$ cat config.mk
export PLATFORM = sky130hd
export DESIGN_NAME = bmp24_to_rgba_decoder_core
export DESIGN_NICKNAME = d
export VERILOG_FILES = /design/src/design/bmp24_pkg.sv /design/src/design/bmp24_in_reg.sv /design/src/design/bmp24_hdr.sv /design/src/design/bmp24_ctrl.sv /design/src/design/bmp24_out_reg.sv /design/src/design/bmp24_to_rgba_decoder_core.sv
export SDC_FILE = /design/constraint.sdc
export NUM_CORES = 1
export LEC_CHECK = 0
export ABC_AREA = 1
export BUFFER_PORTS_ARGS = -buffer_cell sky130_fd_sc_hd__buf_4
export CAP_MARGIN = 25
export CELL_PAD_IN_SITES_DETAIL_PLACEMENT = 1
export CELL_PAD_IN_SITES_GLOBAL_PLACEMENT = 1
export CORE_MARGIN = 2
export CORE_UTILIZATION = 44
export CTS_CLUSTER_SIZE = 24
export DETAILED_ROUTE_END_ITERATION = 7
export GPL_TIMING_DRIVEN = 0
export PLACE_DENSITY_LB_ADDON = 0.08
export REMOVE_ABC_BUFFERS = 1
export SLEW_MARGIN = 20
export SYNTH_ARGS = -nofsm -noshare
export SYNTH_HDL_FRONTEND = slang
export SYNTH_HIERARCHICAL = 1
export SYNTH_SLANG_ARGS = --single-unit
$ cat constraint.sdc
create_clock -name clk -period 5.8 [get_ports clk]
set_input_delay 1.16 -clock clk [delete_from_list [all_inputs] [get_ports clk]]
set_output_delay 1.16 -clock clk [all_outputs]
set_load 0.03 [all_outputs]
$ cat src/design/bmp24_pkg.sv
package bmp24_pkg;

    localparam int unsigned HEADER_BYTES  = 54;
    localparam int unsigned MAX_DIMENSION = 4096;
    localparam int unsigned MIN_INFO_SIZE = 40;
    localparam int unsigned MAX_DEPTH     = 32;
    localparam int unsigned PIXEL_DEPTH   = 24;
    localparam int unsigned ROUND_UP      = 31;

    typedef logic [3:0] status_t;

    localparam status_t ST_PIXEL      = 4'd0;
    localparam status_t ST_SIGNATURE  = 4'd1;
    localparam status_t ST_HEADER     = 4'd2;
    localparam status_t ST_DEPTH      = 4'd3;
    localparam status_t ST_DIMENSION  = 4'd4;
    localparam status_t ST_SHORT      = 4'd5;
    localparam status_t ST_NOT_24BPP  = 4'd6;
    localparam status_t ST_EARLY_END  = 4'd7;
    localparam status_t ST_BAD_OFFSET = 4'd8;

    typedef enum logic [3:0] {
        PH_HEADER = 4'b0001,
        PH_SKIP   = 4'b0010,
        PH_PIXEL  = 4'b0100,
        PH_IDLE   = 4'b1000
    } phase_t;

    typedef struct packed {
        logic [7:0] data;
        logic       last;
    } item_t;

    typedef struct packed {
        status_t     status;
        logic [12:0] width;
        logic [12:0] height;
        logic [31:0] offset;
        logic [13:0] stride;
    } hdr_info_t;

    typedef struct packed {
        status_t     status;
        logic [11:0] column;
        logic [11:0] row;
        logic [7:0]  red;
        logic [7:0]  green;
        logic [7:0]  blue;
        logic [12:0] width;
        logic [12:0] height;
        logic        final_res;
    } result_t;

endpackage

$ cat src/design/bmp24_in_reg.sv
module bmp24_in_reg (
    input  logic             clk,
    input  logic             rst_n,
    input  logic             in_valid,
    output logic             in_stall,
    input  bmp24_pkg::item_t item_in,
    input  logic             ready,
    output logic             fire,
    output bmp24_pkg::item_t item_q
);
    import bmp24_pkg::*;

    logic  valid_reg;
    item_t item_reg;
    logic  load;

    assign fire     = valid_reg && ready;
    assign in_stall = valid_reg && !ready;
    assign load     = in_valid && !in_stall;
    assign item_q   = item_reg;

    always_ff @(posedge clk or negedge rst_n)
    begin
        if (!rst_n)
        begin
            valid_reg <= 1'b0;
        end
        else if (load)
        begin
            valid_reg <= 1'b1;
        end
        else if (fire)
        begin
            valid_reg <= 1'b0;
        end
    end

    always_ff @(posedge clk)
    begin
        if (load)
        begin
            item_reg <= item_in;
        end
    end

endmodule

$ cat src/design/bmp24_hdr.sv
module bmp24_hdr (
    input  logic                 clk,
    input  logic                 wr_en,
    input  logic [5:0]           pos,
    input  logic [7:0]           data,
    input  logic [31:0]          file_length,
    output bmp24_pkg::hdr_info_t info
);
    import bmp24_pkg::*;

    localparam logic [5:0] POS_SIG0  = 6'd0;
    localparam logic [5:0] POS_SIG1  = 6'd1;
    localparam logic [5:0] POS_OFF   = 6'd10;
    localparam logic [5:0] POS_DIB   = 6'd14;
    localparam logic [5:0] POS_WIDTH = 6'd18;
    localparam logic [5:0] POS_HGT   = 6'd22;
    localparam logic [5:0] POS_DIMS  = 6'd26;
    localparam logic [5:0] POS_BPP   = 6'd28;
    localparam logic [5:0] POS_COMP  = 6'd30;
    localparam logic [5:0] POS_NEED  = 6'd31;

    logic [7:0]  sig0_reg;
    logic [7:0]  sig1_reg;
    logic [31:0] off_reg;
    logic [31:0] dib_reg;
    logic [31:0] width_reg;
    logic [31:0] height_reg;
    logic [15:0] bpp_reg;
    logic [31:0] comp_reg;
    logic        dims_bad_reg;
    logic [12:0] habs_reg;
    logic [15:0] stride_reg;
    logic [28:0] need_reg;

    logic [31:0] habs_full;
    logic        dims_bad_next;
    logic [18:0] bits_per_row;
    logic [15:0] stride_next;
    logic [31:0] room;

    function automatic logic in_field(input logic [5:0] p, input logic [5:0] first);
        in_field = (p >= first) && (p <= first + 6'd3);
    endfunction

    // negative height means a top-down file, taken by magnitude
    assign habs_full = height_reg[31] ? (~height_reg + 32'd1) : height_reg;

    assign dims_bad_next = width_reg[31] || (width_reg == 32'd0) ||
                           (width_reg > 32'(MAX_DIMENSION)) ||
                           (height_reg == 32'd0) || (habs_full > 32'(MAX_DIMENSION));

    // stride in bytes, rounded up to a 32-bit boundary
    assign bits_per_row = 19'(width_reg[12:0] * bpp_reg[5:0]) + 19'(ROUND_UP);
    assign stride_next  = {bits_per_row[18:5], 2'b00};

    always_ff @(posedge clk)
    begin
        if (wr_en)
        begin
            if (pos == POS_SIG0)
            begin
                sig0_reg <= data;
            end
            if (pos == POS_SIG1)
            begin
                sig1_reg <= data;
            end
            if (in_field(pos, POS_OFF))
            begin
                off_reg <= {data, off_reg[31:8]};
            end
            if (in_field(pos, POS_DIB))
            begin
                dib_reg <= {data, dib_reg[31:8]};
            end
            if (in_field(pos, POS_WIDTH))
            begin
                width_reg <= {data, width_reg[31:8]};
            end
            if (in_field(pos, POS_HGT))
            begin
                height_reg <= {data, height_reg[31:8]};
            end
            if ((pos == POS_BPP) || (pos == POS_BPP + 6'd1))
            begin
                bpp_reg <= {data, bpp_reg[15:8]};
            end
            if (in_field(pos, POS_COMP))
            begin
                comp_reg <= {data, comp_reg[31:8]};
            end
            if (pos == POS_DIMS)
            begin
                dims_bad_reg <= dims_bad_next;
                habs_reg     <= habs_full[12:0];
            end
            if (pos == POS_COMP)
            begin
                stride_reg <= stride_next;
            end
            if (pos == POS_NEED)
            begin
                need_reg <= 29'(stride_reg * habs_reg);
            end
        end
    end

    assign room = file_length - off_reg;

    always_comb
    begin
        info.width  = width_reg[12:0];
        info.height = habs_reg;
        info.offset = off_reg;
        info.stride = stride_reg[13:0];
        if ((sig0_reg != 8'h42) || (sig1_reg != 8'h4D))
        begin
            info.status = ST_SIGNATURE;
        end
        else if ((dib_reg < 32'(MIN_INFO_SIZE)) || (comp_reg != 32'd0))
        begin
            info.status = ST_HEADER;
        end
        else if ((bpp_reg == 16'd0) || (bpp_reg > 16'(MAX_DEPTH)))
        begin
            info.status = ST_DEPTH;
        end
        else if (dims_bad_reg)
        begin
            info.status = ST_DIMENSION;
        end
        else if ((file_length < off_reg) || (room < {3'b000, need_reg}))
        begin
            info.status = ST_SHORT;
        end
        else if (bpp_reg != 16'(PIXEL_DEPTH))
        begin
            info.status = ST_NOT_24BPP;
        end
        else if (off_reg < 32'(HEADER_BYTES))
        begin
            info.status = ST_BAD_OFFSET;
        end
        else
        begin
            info.status = ST_PIXEL;
        end
    end

endmodule

$ cat src/design/bmp24_ctrl.sv
module bmp24_ctrl (
    input  logic                 clk,
    input  logic                 rst_n,
    input  logic                 fire,
    input  bmp24_pkg::item_t     item,
    input  bmp24_pkg::hdr_info_t info,
    output logic                 hdr_wr,
    output logic [5:0]           hdr_pos,
    output logic                 res_load,
    output bmp24_pkg::result_t   result
);
    import bmp24_pkg::*;

    phase_t      phase_reg,  phase_next;
    logic [31:0] pos_reg,    pos_next;
    logic [13:0] byte_reg,   byte_next;
    logic [1:0]  trip_reg,   trip_next;
    logic [12:0] col_reg,    col_next;
    logic [11:0] row_reg,    row_next;
    logic [7:0]  blue_reg,   blue_next;
    logic [7:0]  green_reg,  green_next;
    logic [12:0] pic_w_reg,  pic_w_next;
    logic [12:0] pic_h_reg,  pic_h_next;
    logic [31:0] off_reg,    off_next;
    logic [13:0] stride_reg, stride_next;

    logic [31:0] pos_inc;
    logic [13:0] byte_inc;
    logic        last_hdr;
    logic        fin;

    assign hdr_wr   = fire && (phase_reg == PH_HEADER);
    assign hdr_pos  = pos_reg[5:0];
    assign pos_inc  = pos_reg + 32'd1;
    assign byte_inc = byte_reg + 14'd1;
    assign last_hdr = (pos_reg[5:0] == 6'(HEADER_BYTES - 1));
    assign fin      = ((13'(row_reg) + 13'd1) >= pic_h_reg) &&
                      ((col_reg + 13'd1) >= pic_w_reg);

    always_comb
    begin
        phase_next  = phase_reg;
        pos_next    = pos_reg;
        byte_next   = byte_reg;
        trip_next   = trip_reg;
        col_next    = col_reg;
        row_next    = row_reg;
        blue_next   = blue_reg;
        green_next  = green_reg;
        pic_w_next  = pic_w_reg;
        pic_h_next  = pic_h_reg;
        off_next    = off_reg;
        stride_next = stride_reg;
        res_load    = 1'b0;
        result      = '0;
        if (fire)
        begin
            pos_next = pos_inc;
            case (phase_reg)
                PH_HEADER:
                begin
                    if (last_hdr)
                    begin
                        if (info.status != ST_PIXEL)
                        begin
                            result.status    = info.status;
                            result.final_res = 1'b1;
                            res_load         = 1'b1;
                            phase_next       = PH_IDLE;
                        end
                        else
                        begin
                            pic_w_next  = info.width;
                            pic_h_next  = info.height;
                            off_next    = info.offset;
                            stride_next = info.stride;
                            if (info.offset == 32'(HEADER_BYTES))
                            begin
                                phase_next = PH_PIXEL;
                            end
                            else
                            begin
                                phase_next = PH_SKIP;
                            end
                        end
                    end
                end
                PH_SKIP:
                begin
                    if (pos_inc >= off_reg)
                    begin
                        phase_next = PH_PIXEL;
                    end
                end
                PH_PIXEL:
                begin
                    // padding bytes past the last column are dropped
                    if (col_reg < pic_w_reg)
                    begin
                        case (trip_reg)
                            2'd0:
                            begin
                                blue_next = item.data;
                            end
                            2'd1:
                            begin
                                green_next = item.data;
                            end
                            default:
                            begin
                                result.status    = ST_PIXEL;
                                result.column    = col_reg[11:0];
                                result.row       = 12'(pic_h_reg - 13'd1 - 13'(row_reg));
                                result.red       = item.data;
                                result.green     = green_reg;
                                result.blue      = blue_reg;
                                result.width     = pic_w_reg;
                                result.height    = pic_h_reg;
                                result.final_res = fin;
                                res_load         = 1'b1;
                                if (fin)
                                begin
                                    phase_next = PH_IDLE;
                                end
                            end
                        endcase
                    end
                    if (byte_inc >= stride_reg)
                    begin
                        byte_next = '0;
                        trip_next = '0;
                        col_next  = '0;
                        row_next  = row_reg + 12'd1;
                    end
                    else
                    begin
                        byte_next = byte_inc;
                        if (trip_reg == 2'd2)
                        begin
                            trip_next = '0;
                            col_next  = col_reg + 13'd1;
                        end
                        else
                        begin
                            trip_next = trip_reg + 2'd1;
                        end
                    end
                end
                PH_IDLE:
                begin
                end
                default:
                begin
                end
            endcase
            if (item.last)
            begin
                // unfinished image at end of stream
                if ((phase_reg != PH_IDLE) && (phase_next != PH_IDLE))
                begin
                    result           = '0;
                    result.status    = ST_EARLY_END;
                    result.width     = pic_w_next;
                    result.height    = pic_h_next;
                    result.final_res = 1'b1;
                    res_load         = 1'b1;
                end
                phase_next  = PH_HEADER;
                pos_next    = '0;
                byte_next   = '0;
                trip_next   = '0;
                col_next    = '0;
                row_next    = '0;
                blue_next   = '0;
                green_next  = '0;
                pic_w_next  = '0;
                pic_h_next  = '0;
                off_next    = '0;
                stride_next = '0;
            end
        end
    end

    always_ff @(posedge clk or negedge rst_n)
    begin
        if (!rst_n)
        begin
            phase_reg  <= PH_HEADER;
            pos_reg    <= '0;
            byte_reg   <= '0;
            trip_reg   <= '0;
            col_reg    <= '0;
            row_reg    <= '0;
            blue_reg   <= '0;
            green_reg  <= '0;
            pic_w_reg  <= '0;
            pic_h_reg  <= '0;
            off_reg    <= '0;
            stride_reg <= '0;
        end
        else
        begin
            phase_reg  <= phase_next;
            pos_reg    <= pos_next;
            byte_reg   <= byte_next;
            trip_reg   <= trip_next;
            col_reg    <= col_next;
            row_reg    <= row_next;
            blue_reg   <= blue_next;
            green_reg  <= green_next;
            pic_w_reg  <= pic_w_next;
            pic_h_reg  <= pic_h_next;
            off_reg    <= off_next;
            stride_reg <= stride_next;
        end
    end

endmodule

$ cat src/design/bmp24_out_reg.sv
module bmp24_out_reg (
    input  logic               clk,
    input  logic               rst_n,
    input  logic               load,
    input  bmp24_pkg::result_t result_in,
    input  logic               out_stall,
    output logic               out_valid,
    output logic               ready,
    output bmp24_pkg::result_t result_q
);
    import bmp24_pkg::*;

    logic    valid_reg;
    result_t result_reg;

    assign out_valid = valid_reg;
    assign ready     = !valid_reg || !out_stall;
    assign result_q  = result_reg;

    always_ff @(posedge clk or negedge rst_n)
    begin
        if (!rst_n)
        begin
            valid_reg <= 1'b0;
        end
        else if (load)
        begin
            valid_reg <= 1'b1;
        end
        else if (!out_stall)
        begin
            valid_reg <= 1'b0;
        end
    end

    always_ff @(posedge clk)
    begin
        if (load)
        begin
            result_reg <= result_in;
        end
    end

endmodule

$ cat src/design/bmp24_to_rgba_decoder_core.sv
// result path: input register, parse state update, result register, in that order
// throughput: one file byte per cycle while the output is not stalled, set by the update of the
//   parse state on every accepted byte between the input register and the result register
// reset: rst_n clears the parse state to the header phase, all counters to zero,
//   file_length to zero and both handshake registers to empty
module bmp24_to_rgba_decoder_core (
    input  logic        clk,
    input  logic        rst_n,
    input  logic        cfg_wr_en,
    input  logic [31:0] cfg_wr_data,
    input  logic        in_valid,
    output logic        in_stall,
    input  logic [7:0]  file_byte,
    input  logic        end_of_file,
    output logic        out_valid,
    input  logic        out_stall,
    output logic [3:0]  status,
    output logic [11:0] dest_column,
    output logic [11:0] dest_row,
    output logic [7:0]  red,
    output logic [7:0]  green,
    output logic [7:0]  blue,
    output logic [12:0] image_width,
    output logic [12:0] image_height,
    output logic        final_res
);
    import bmp24_pkg::*;

    logic [31:0] file_length_reg;
    item_t       item_in;
    item_t       item_q;
    logic        fire;
    logic        ready;
    logic        hdr_wr;
    logic [5:0]  hdr_pos;
    hdr_info_t   info;
    logic        res_load;
    result_t     result;
    result_t     result_q;

    always_ff @(posedge clk or negedge rst_n)
    begin
        if (!rst_n)
        begin
            file_length_reg <= '0;
        end
        else if (cfg_wr_en)
        begin
            file_length_reg <= cfg_wr_data;
        end
    end

    assign item_in.data = file_byte;
    assign item_in.last = end_of_file;

    bmp24_in_reg u_in_reg (
        .clk      (clk),
        .rst_n    (rst_n),
        .in_valid (in_valid),
        .in_stall (in_stall),
        .item_in  (item_in),
        .ready    (ready),
        .fire     (fire),
        .item_q   (item_q)
    );

    bmp24_hdr u_hdr (
        .clk         (clk),
        .wr_en       (hdr_wr),
        .pos         (hdr_pos),
        .data        (item_q.data),
        .file_length (file_length_reg),
        .info        (info)
    );

    bmp24_ctrl u_ctrl (
        .clk      (clk),
        .rst_n    (rst_n),
        .fire     (fire),
        .item     (item_q),
        .info     (info),
        .hdr_wr   (hdr_wr),
        .hdr_pos  (hdr_pos),
        .res_load (res_load),
        .result   (result)
    );

    bmp24_out_reg u_out_reg (
        .clk       (clk),
        .rst_n     (rst_n),
        .load      (res_load),
        .result_in (result),
        .out_stall (out_stall),
        .out_valid (out_valid),
        .ready     (ready),
        .result_q  (result_q)
    );

    assign status       = result_q.status;
    assign dest_column  = result_q.column;
    assign dest_row     = result_q.row;
    assign red          = result_q.red;
    assign green        = result_q.green;
    assign blue         = result_q.blue;
    assign image_width  = result_q.width;
    assign image_height = result_q.height;
    assign final_res    = result_q.final_res;

endmodule

; After elaboration in Yosys (flattened, before gate mapping)
; Index checks and enable logic that the tools add are counted.
[totals]
reg_bits = 534
inputBits = 46
word_cells = 231
[op_classes]
n_addsub = 11
mul = 2
order_cmp = 22
eq_ne = 20
mux = 78
bitwise = 1
n_reduce_logical = 59
[op_table]
columns = cell, n
row1 = $mux 79, 3
row2 = $mux 32, 6
row3 = $mux 13, 12
row4 = $mux 14, 7
row5 = $mux 75, 1
row6 = $mux 74, 1
row7 = $mux 4, 17
row8 = $add 32x1->32 const B, 2
row9 = $gt 32x13->1 const B, 2
row10 = $logic_not 32->1, 2
row11 = $lt 32x6->1 const B, 2
row12 = $mux 8, 8
row13 = $mux 12, 3
row14 = $eq 32x6->1 const B, 1
row15 = $ge 32x32->1, 1
row16 = $lt 32x29->1, 1
row17 = $lt 32x32->1, 1
row18 = $not 32->32, 1
row19 = $reduce_bool 32->1, 1
row20 = $sub 32x32->32, 1
row21 = $eq 6x5->1 const B, 5
row22 = $mul 14x13->27, 1
row23 = $ge 13x13->1, 2
row24 = $reduce_and 2->1, 12
row25 = other kinds (47), 100

; Depth between registers and ports, before layout
; Gate-level depths: netlist of run 1.
[depth]
word_depth = 19
depth_mapped = 43
depth_no_buf = 42

; Modules after synthesis
; Netlist of run 1, hierarchy kept.
[modules_own_cells]
columns = module, instances, cells_per_inst, area_per_inst_um2, seq_area_each_um2
row1 = bmp24_hdr, 1, 2205, 20274.4, 7327.0
row2 = bmp24_ctrl, 1, 1629, 11772.5, 4130.2
row3 = bmp24_out_reg, 1, 83, 2413.6, 2397.3
row4 = bmp24_to_rgba_decoder_core, 1, 136, 1292.5, 800.8
row5 = bmp24_in_reg, 1, 18, 335.3, 295.3

; Worst setup path after synthesis of run 1
; OpenSTA, ideal clock, no wires.
[synth_path]
path_kind = flip-flop to flip-flop
start = register u_hdr.off_reg[5]
end = register u_out_reg.result_reg (netlist bit u_out_reg/result_q[0]), enable pin
t_arrival_ns = 5.784
t_required_ns = 5.360
slack_ns = -0.424
stages_incl_launch_ff = 35
path_buffers = 0
period_less_slack_ns = 6.224
path_cell_list = edfxtp_1 > inv_1 > ha_1 > nand2_1 > inv_1 > a21oi_1 > nand2_2 > nand2_1 > nand2_2 > a21oi_1 > inv_1 > a21oi_1 > inv_1 > a21oi_1 > xor2_1 > inv_1 > ha_1 > nand2_1 > nor2_1 > a211oi_1 > nor2_1 > nor2_2 > nand3_2 > nand4_1 > nor2_1 > nor2_1 > nand3_1 > nor2_2 > inv_2 > or2_0 > nand3_1 > nor2_1 > nand2_4 > nand3_1 > nand2_1
[synth_rtl]
columns = element, line
row1 = start: declaration, bmp24_hdr.sv:24  ; logic [31:0] off_reg;
row2 = start signal: assignment, bmp24_hdr.sv:70  ; off_reg <= {data, off_reg[31:8]};
row3 = end signal: assignment, bmp24_out_reg.sv:40  ; result_reg <= result_in;
row4 = end: declaration, bmp24_out_reg.sv:14  ; result_t result_reg;

==> results.json, run 1 <==
{
  "routed_wl_mm": 106,
  "dieArea_sq_um": 84300,
  "portBuffers": 126,
  "syn_inst": 4071,
  "critical_path_class": "flop to flop",
  "synth_flop_cell": "edfxtp_1",
  "fmax_mhz": 180,
  "cp_max_fo": 6,
  "root_buffer": "clkbuf_16",
  "drcViolationCount": 0,
  "ys_ff_latch": 531,
  "initial_utilization_pct": 44.2,
  "via_count": 28300,
  "critPathMaxStageDelay_ns": 0.47,
  "core_area_sq_um": 81600,
  "antenna_left": 0,
  "die_h_microns": 290,
  "critical_path_arrival_ns": 5.86,
  "grt_max_degree": 87,
  "hold_viol": 0,
  "cts_buffer_depth": 3,
  "largest_reg_flops": 79,
  "synth_edf_count": 332,
  "crit_path_end_kind": "flop",
  "seq_power_share_pct": 44.6,
  "tightestPinTransition_ns": 1.03,
  "drive_gt1_share_pct": 13.0,
  "cts_made_buffers": 66,
  "grt_pass1_vias": 29600,
  "outcome": "finished, final reports clean",
  "dp_cells": 5165,
  "worst_skew_pair.late_latency_ns": 0.61,
  "grt_pass1_wl_mm": 164,
  "instances_no_fill": 5426,
  "cts_tree": "built",
  "swShare_pct": 26.9,
  "report.power.total_w": 0.00956,
  "ys_types": 64,
  "combPwrFrac_pct": 11.9,
  "netlist_area_sq_um": 36100,
  "viasPerCell": 5.21,
  "regArea_sq_um": 15000,
  "p_clk_share_pct": 43.5,
  "syn_to_final_growth_pct": 17.2,
  "nets": 4798,
  "multi_input_area_sq_um": 17900,
  "setup_viol": 0,
  "required_ns": 6.11,
  "p_per_area_nw_per_um2": 226,
  "fin_util_pct": 51.8,
  "synth_adder_area_share_pct": 19.3,
  "seq_area_frac_synth_pct": 41.4,
  "layout_min_cycle_time_ns": 5.55,
  "synth-xor-area-share_pct": 3.47,
  "fill_cells": 9420,
  "grt_antenna_before_repair": 0,
  "p_switching_w": 0.00257,
  "synthMuxAreaShare_pct": 0,
  "ios": 127,
  "cpMaxStageDelayCell": "edfxtp_1",
  "synthSimpleGateAreaFrac_pct": 18.0,
  "layout_setup_ws_ns": 0.252,
  "wire_per_inst_microns": 19.5,
  "async_reset_ff_share_pct": 37.5,
  "grt_usage_pct": 24.7,
  "synth_area_per_cell_sq_um": 8.86,
  "ir_drop_uv": 292,
  "period_share_pct": 95.7,
  "hpwl_mm": 75.7,
  "hold_path_class": "input pin to async pin",
  "synth_warnings": 6,
  "relSlewSlack_pct": 31.1,
  "intPower_w": 0.00699,
  "cts-htree-levels": 3,
  "dp_slack_ns": -2.51,
  "grt_overflow": 0,
  "drt_iter0_markers": 1490,
  "p_leak_nw": 20.7,
  "die_x_microns": 290,
  "slew_viol_final": 0,
  "start_kind": "flop",
  "rows": 105,
  "cts_sinks": 531,
  "clkTransAtPathRegs_ns": 0.06,
  "worst_clock_skew_ns": 0.0380,
  "drv_cap": 0,
  "place_congestion": 0.855,
  "firstDrtPassIters": 5,
  "synth_top_family_by_area": "adder cells",
  "synth_compound_area_share_pct": 7.13
}
routing by layer:
metal / track usage (%) / wire length (microns) / vias to the layer above
met4: 6.62 / 2620 / 0
met1: 33.2 / 48300 / 14200
li1: - / - / 13500
met3: 3.22 / 4000 / 141
met5: 0 / 0 / -
met2: 42.0 / 51100 / 486
what timing repair did:
item                                    in CTS  in global routing
hold buffers                                 0                  0
setup buffers                               81                 42
pin swaps                                    6                 21
cloned                                       5                 10
gates resized for setup                     19                 73
endpoints found under the setup margin     220                166
final cells by class:
class,instances,share of cell area (%)
diodes,1,0.00592
clock buffers,89,4.28
clock inverters,32,0.873
inverters,823,7.36
multi-input cells,2588,42.3
flip-flops and latches,531,35.4
well taps,1070,3.17
repair buffers,290,6.65
repair inverters,2,0.0414
worst max-delay path: cells and delay by family (launching register included):
family | cells | cell delay (ns)
XOR/XNOR | 1 | 0.16
flip-flops | 1 | 0.47
adder cells (fa/ha/maj) | 2 | 0.52
AND/OR/NAND/NOR | 20 | 2.19
buffers and inverters | 10 | 1.08
AO/OA/AOI/OAI | 5 | 0.82
cells by family after synthesis:
group           Yosys count
simple gates           1525
buf+inv                 959
flops                   531
compound gates          462
fa+ha+maj               450
xor+xnor                143
other cells               1
synth_stat cells, types with 3 or more instances:
| master | n | share of area [%] |
|---|---|---|
| a21o_1 | 7 | 0.15 |
| nand4_1 | 48 | 0.83 |
| dfrtp_1 | 198 | 14 |
| xor2_1 | 108 | 2.6 |
| inv_2 | 8 | 0.083 |
| clkbuf_1 | 76 | 0.79 |
| o21bai_1 | 11 | 0.23 |
| xnor2_1 | 35 | 0.85 |
| a22o_1 | 4 | 0.097 |
| edfxtp_1 | 332 | 28 |
| nand2_1 | 898 | 9.3 |
| nand3b_1 | 7 | 0.15 |
| nor3_2 | 4 | 0.11 |
| o22ai_1 | 76 | 1.3 |
| nor2_2 | 30 | 0.52 |
| buf_6 | 6 | 0.19 |
| inv_1 | 811 | 8.4 |
| clkinv_1 | 3 | 0.031 |
| o21ai_2 | 3 | 0.073 |
| nand3_2 | 3 | 0.083 |
| clkbuf_8 | 3 | 0.11 |
| nor3_1 | 45 | 0.62 |
| buf_2 | 12 | 0.17 |
| a21oi_2 | 3 | 0.073 |
| o31ai_1 | 4 | 0.083 |
| o21ai_1 | 6 | 0.083 |
| a31oi_1 | 10 | 0.17 |
| o21ai_0 | 156 | 2.2 |
| ha_1 | 271 | 9.4 |
| fa_1 | 179 | 9.9 |
| o211ai_1 | 5 | 0.10 |
| nor2_1 | 256 | 2.7 |
| o21a_1 | 7 | 0.15 |
| nand3_1 | 144 | 2.0 |
| buf_4 | 33 | 0.69 |
| nand2_2 | 32 | 0.55 |
| nor4_1 | 41 | 0.71 |
| and3_1 | 4 | 0.069 |
| a21oi_1 | 161 | 2.2 |
| buf_1 | 5 | 0.052 |
cell usage in the layout (no fill, tap or decap), types with 38 or more instances in the layout:
master and instances:
fa_1 179, nand3_1 141, nand4_1 48, dfrtp_1 198
nor2_2 38, nand2_2 40, xor2_1 108, edfxtp_1 332
inv_1 799, o22ai_1 76, nor3_1 41, buf_4 235
nor2_1 242, a21oi_1 149, nand2_1 886, clkbuf_16 72
o21ai_0 155, nor4_1 38, ha_1 258
stage by stage:
stage	hold slack, ns	cell area (sq um)	TNS, ns
6_report	0.433	42300	0
5_1_grt	0.424	42300	-7.97
4_1_cts	0.411	41400	0
3_5_place_dp	0.436	38200	-385.06
3_3_place_gp	0.429	37600	-2040.59
2_1_floorplan	0.427	35400	-290.10
path summary, 6_finish.rpt:
kind | start | cells past startpoint | endpoint | slack [ns]
worst max-delay path | u_hdr/off_reg[5] | 38 | u_out_reg/result_q[20] | 0.25
max in group asynchronous | rst_n | 2 | u_ctrl/blue_reg[7] | 4.49
worst max register to register | u_hdr/off_reg[5] | 38 | u_out_reg/result_q[20] | 0.25
min in group clk | u_hdr/dib_reg[19] | 0 | u_hdr/dib_reg[11] | 0.45
worst min register to register | u_hdr/dib_reg[19] | 0 | u_hdr/dib_reg[11] | 0.45
worst min-delay path | rst_n | 1 | file_length_reg[1] | 0.43
power groups by stage:
| stage | sequential (W) | clock, W | combinational, W |
|---|---|---|---|
| finish | 0.00426 | 0.00416 | 0.00114 |
| global route | 0.00428 | 0.00440 | 0.00127 |
| CTS | 0.00426 | 0.00426 | 0.00109 |
| detailed placement | 0.00434 | 0 | 0.00107 |
| global placement | 0.00433 | 0 | 0.00100 |
| floorplan | 0.00435 | 0 | 0.000604 |
Note: power is estimated with default switching activity, not from simulation.
==> run 2, diff against run 1 <==
--- a/config.mk
+++ b/config.mk
@@ -11,7 +11,7 @@
 export CELL_PAD_IN_SITES_DETAIL_PLACEMENT = 1
 export CELL_PAD_IN_SITES_GLOBAL_PLACEMENT = 1
 export CORE_MARGIN = 2
-export CORE_UTILIZATION = 44
+export CORE_UTILIZATION = 49
 export CTS_CLUSTER_SIZE = 24
 export DETAILED_ROUTE_END_ITERATION = 7
 export GPL_TIMING_DRIVEN = 0
==> constraint.sdc (replaced) <==
create_clock -name clk -period 6.35 [get_ports clk]
set_input_delay 0.9525 -clock clk [delete_from_list [all_inputs] [get_ports clk]]
set_output_delay 0.9525 -clock clk [all_outputs]
set_load 0.03 [all_outputs]
==> run 2 against run 1 <==
Non-clock buffer count is 121 lower. Largest power group unchanged. Via count down 2.6%. Sequential power down 8.7%. Critical path depth shrank 3.
==> results.json, run 2 (synthesis results as in run 1) <==
{
  "outcome": "finished, final reports clean",
  "r2r_start": "u_hdr/off_reg[14]",
  "worstReg2RegEnd": "u_out_reg/result_q[15]",
  "crit_path_end_kind": "flop",
  "final_cell_mix": "nand2_1 (894), inv_1 (807), edfxtp_1 (332)",
  "grt_antenna_before_repair": 1,
  "dp_cells": 5053,
  "start_kind": "flop",
  "cts_sinks": 531,
  "antenna_left": 0,
  "core_area_sq_um": 73000,
  "root_buffer": "clkbuf_16",
  "period_share_pct": 93.2,
  "fin_util_pct": 55.6,
  "p_per_area_nw_per_um2": 213,
  "path_common_cell": "inv_1",
  "worstSetupEndpoint": "u_out_reg/result_q[15]",
  "clkTransAtPathRegs_ns": 0.06,
  "die_h_microns": 275,
  "rows": 99,
  "rsz0062_at_grt": "no",
  "syn_to_final_growth_pct": 12.3,
  "place_congestion": 0.849,
  "setup_viol": 0,
  "portBuffers": 126,
  "critPathMaxStageDelay_ns": 0.42,
  "r2r.worst_path.cells": 35,
  "tightestPinTransition_ns": 1.06,
  "ir_drop_uv": 241,
  "drv_cap": 0,
  "worst_clock_skew_ns": 0.0347,
  "relSlewSlack_pct": 29.1,
  "viasPerCell": 5.31,
  "largest_reg_flops": 79,
  "cpMaxStageDelayCell": "edfxtp_1",
  "required_ns": 6.70,
  "nets": 4668,
  "fmax_mhz": 169,
  "drcViolationCount": 0,
  "drive_gt1_share_pct": 9.47,
  "p_leak_nw": 20.0,
  "die_x_microns": 275,
  "grt_pass1_vias": 29300,
  "via_count": 27500,
  "hpwl_mm": 75.0,
  "cts_buffer_depth": 3,
  "cp_max_fo": 53,
  "critical_path_class": "flop to flop",
  "instances_no_fill": 5184,
  "critical_path_arrival_ns": 6.27,
  "final_common_cell": "nand2_1",
  "slew_viol_final": 0,
  "report.power.total_w": 0.00865,
  "firstDrtPassIters": 5,
  "grt_overflow": 0,
  "drt_iter0_markers": 1518,
  "routed_wl_mm": 102,
  "initial_utilization_pct": 49.5,
  "grt_max_degree": 81,
  "cts_made_buffers": 60,
  "layout_min_cycle_time_ns": 5.92,
  "cts-htree-levels": 2,
  "grt_pass1_wl_mm": 159,
  "r2r_slack_ns": 0.43,
  "cts_tree": "built",
  "wire_per_inst_microns": 19.6,
  "cp-startpoint": "u_hdr/off_reg[14]",
  "grt_usage_pct": 26.7,
  "hold_viol": 0,
  "hold_path_class": "input pin to async pin",
  "ios": 127,
  "worst_skew_pair.late_latency_ns": 0.66,
  "dieArea_sq_um": 75800
}
## run 2: cell types whose count changed in the layout (fill, tap and decap cells not counted), moves of 8 or more
cell and change:
ha_1 +13, a21oi_1 +10, inv_1 +8, buf_4 -97, a21oi_2 -9, inv_2 -8, buf_12 -19, clkbuf_16 -12
ha_4 -10, clkbuf_1 -9, clkinv_2 +14, clkinvlp_4 -8, nand2_1 +8
## run 2: how the worst min path moves through the flow
stage | start | endpoint | slack [ns]
after floorplan | u_hdr/comp_reg[21] | u_hdr/comp_reg[13] | 0.43
after global placement | u_hdr/dib_reg[28] | u_hdr/dib_reg[20] | 0.43
after detailed placement | u_hdr/dib_reg[28] | u_hdr/dib_reg[20] | 0.43
after CTS | rst_n | file_length_reg[7] | 0.21
after global routing | rst_n | file_length_reg[7] | 0.24
final | rst_n | file_length_reg[13] | 0.22
## run 2: power breakdown
group	internal (W)	switching [W]	total [W]
sequential	0.00379	0.000102	0.00389
combinational	0.000328	0.000649	0.000977
clock	0.00225	0.00153	0.00378
## run 2: critical path: cells and delay by family, from the launching register on
| kind | cells | cell delay (ns) |
|---|---|---|
| AOI/OAI and AO/OA | 5 | 0.81 |
| xor gates and xnor gates | 1 | 0.16 |
| buffers and inverters | 7 | 0.93 |
| and+or+nand+nor | 20 | 2.63 |
| adders and majority gates | 2 | 0.62 |
| DFF | 1 | 0.42 |
## run 2: stage by stage
| stage | setup slack (ns) | setup TNS, ns | instance area (sq um) | hold WS [ns] |
|---|---|---|---|---|
| after detailed placement | -1.85 | -243.73 | 38100 | 0.434 |
| final | 0.432 | 0 | 40500 | 0.224 |
| after global routing | 0.00583 | 0 | 40500 | 0.239 |
| after CTS | 0.111 | 0 | 40400 | 0.208 |
| after floorplan | -0.977 | -140.10 | 35400 | 0.427 |
| after global placement | -5.20 | -1421.98 | 37500 | 0.430 |
## run 2: layer usage
layer  vias to the layer above  wire length, microns  GRT usage, %  part of all wire, %
met5                         -                     0             0                    0
met4                         0                  3430          8.68                  3.4
met3                       160                  2960          2.59                  2.9
met2                       414                 51900          48.4                   51
met1                     13800                 43300          33.5                   43
li1                      13200                     -             -                    -
## run 2: cell type report
| class | count | area, sq um |
|---|---|---|
| fillers | 8469 | 32400 |
| well taps | 959 | 1200 |
| flip-flops and latches | 531 | 15000 |
| multi-input cells | 2587 | 17600 |
| clock inverters | 41 | 573 |
| clock buffers | 73 | 1590 |
| repair buffers | 169 | 1520 |
| diodes | 1 | 2.50 |
| inverters | 823 | 3110 |
## run 2: repair_timing
item | CTS | global route
endpoints found under the setup margin | 214 | 155
resized for setup | 15 | 10
hold buffers | 0 | 0
pin swaps | 3 | 5
buffers inserted | 4 | 6
endpoints found under the hold margin | 0 | 0
gates cloned | 4 | 2
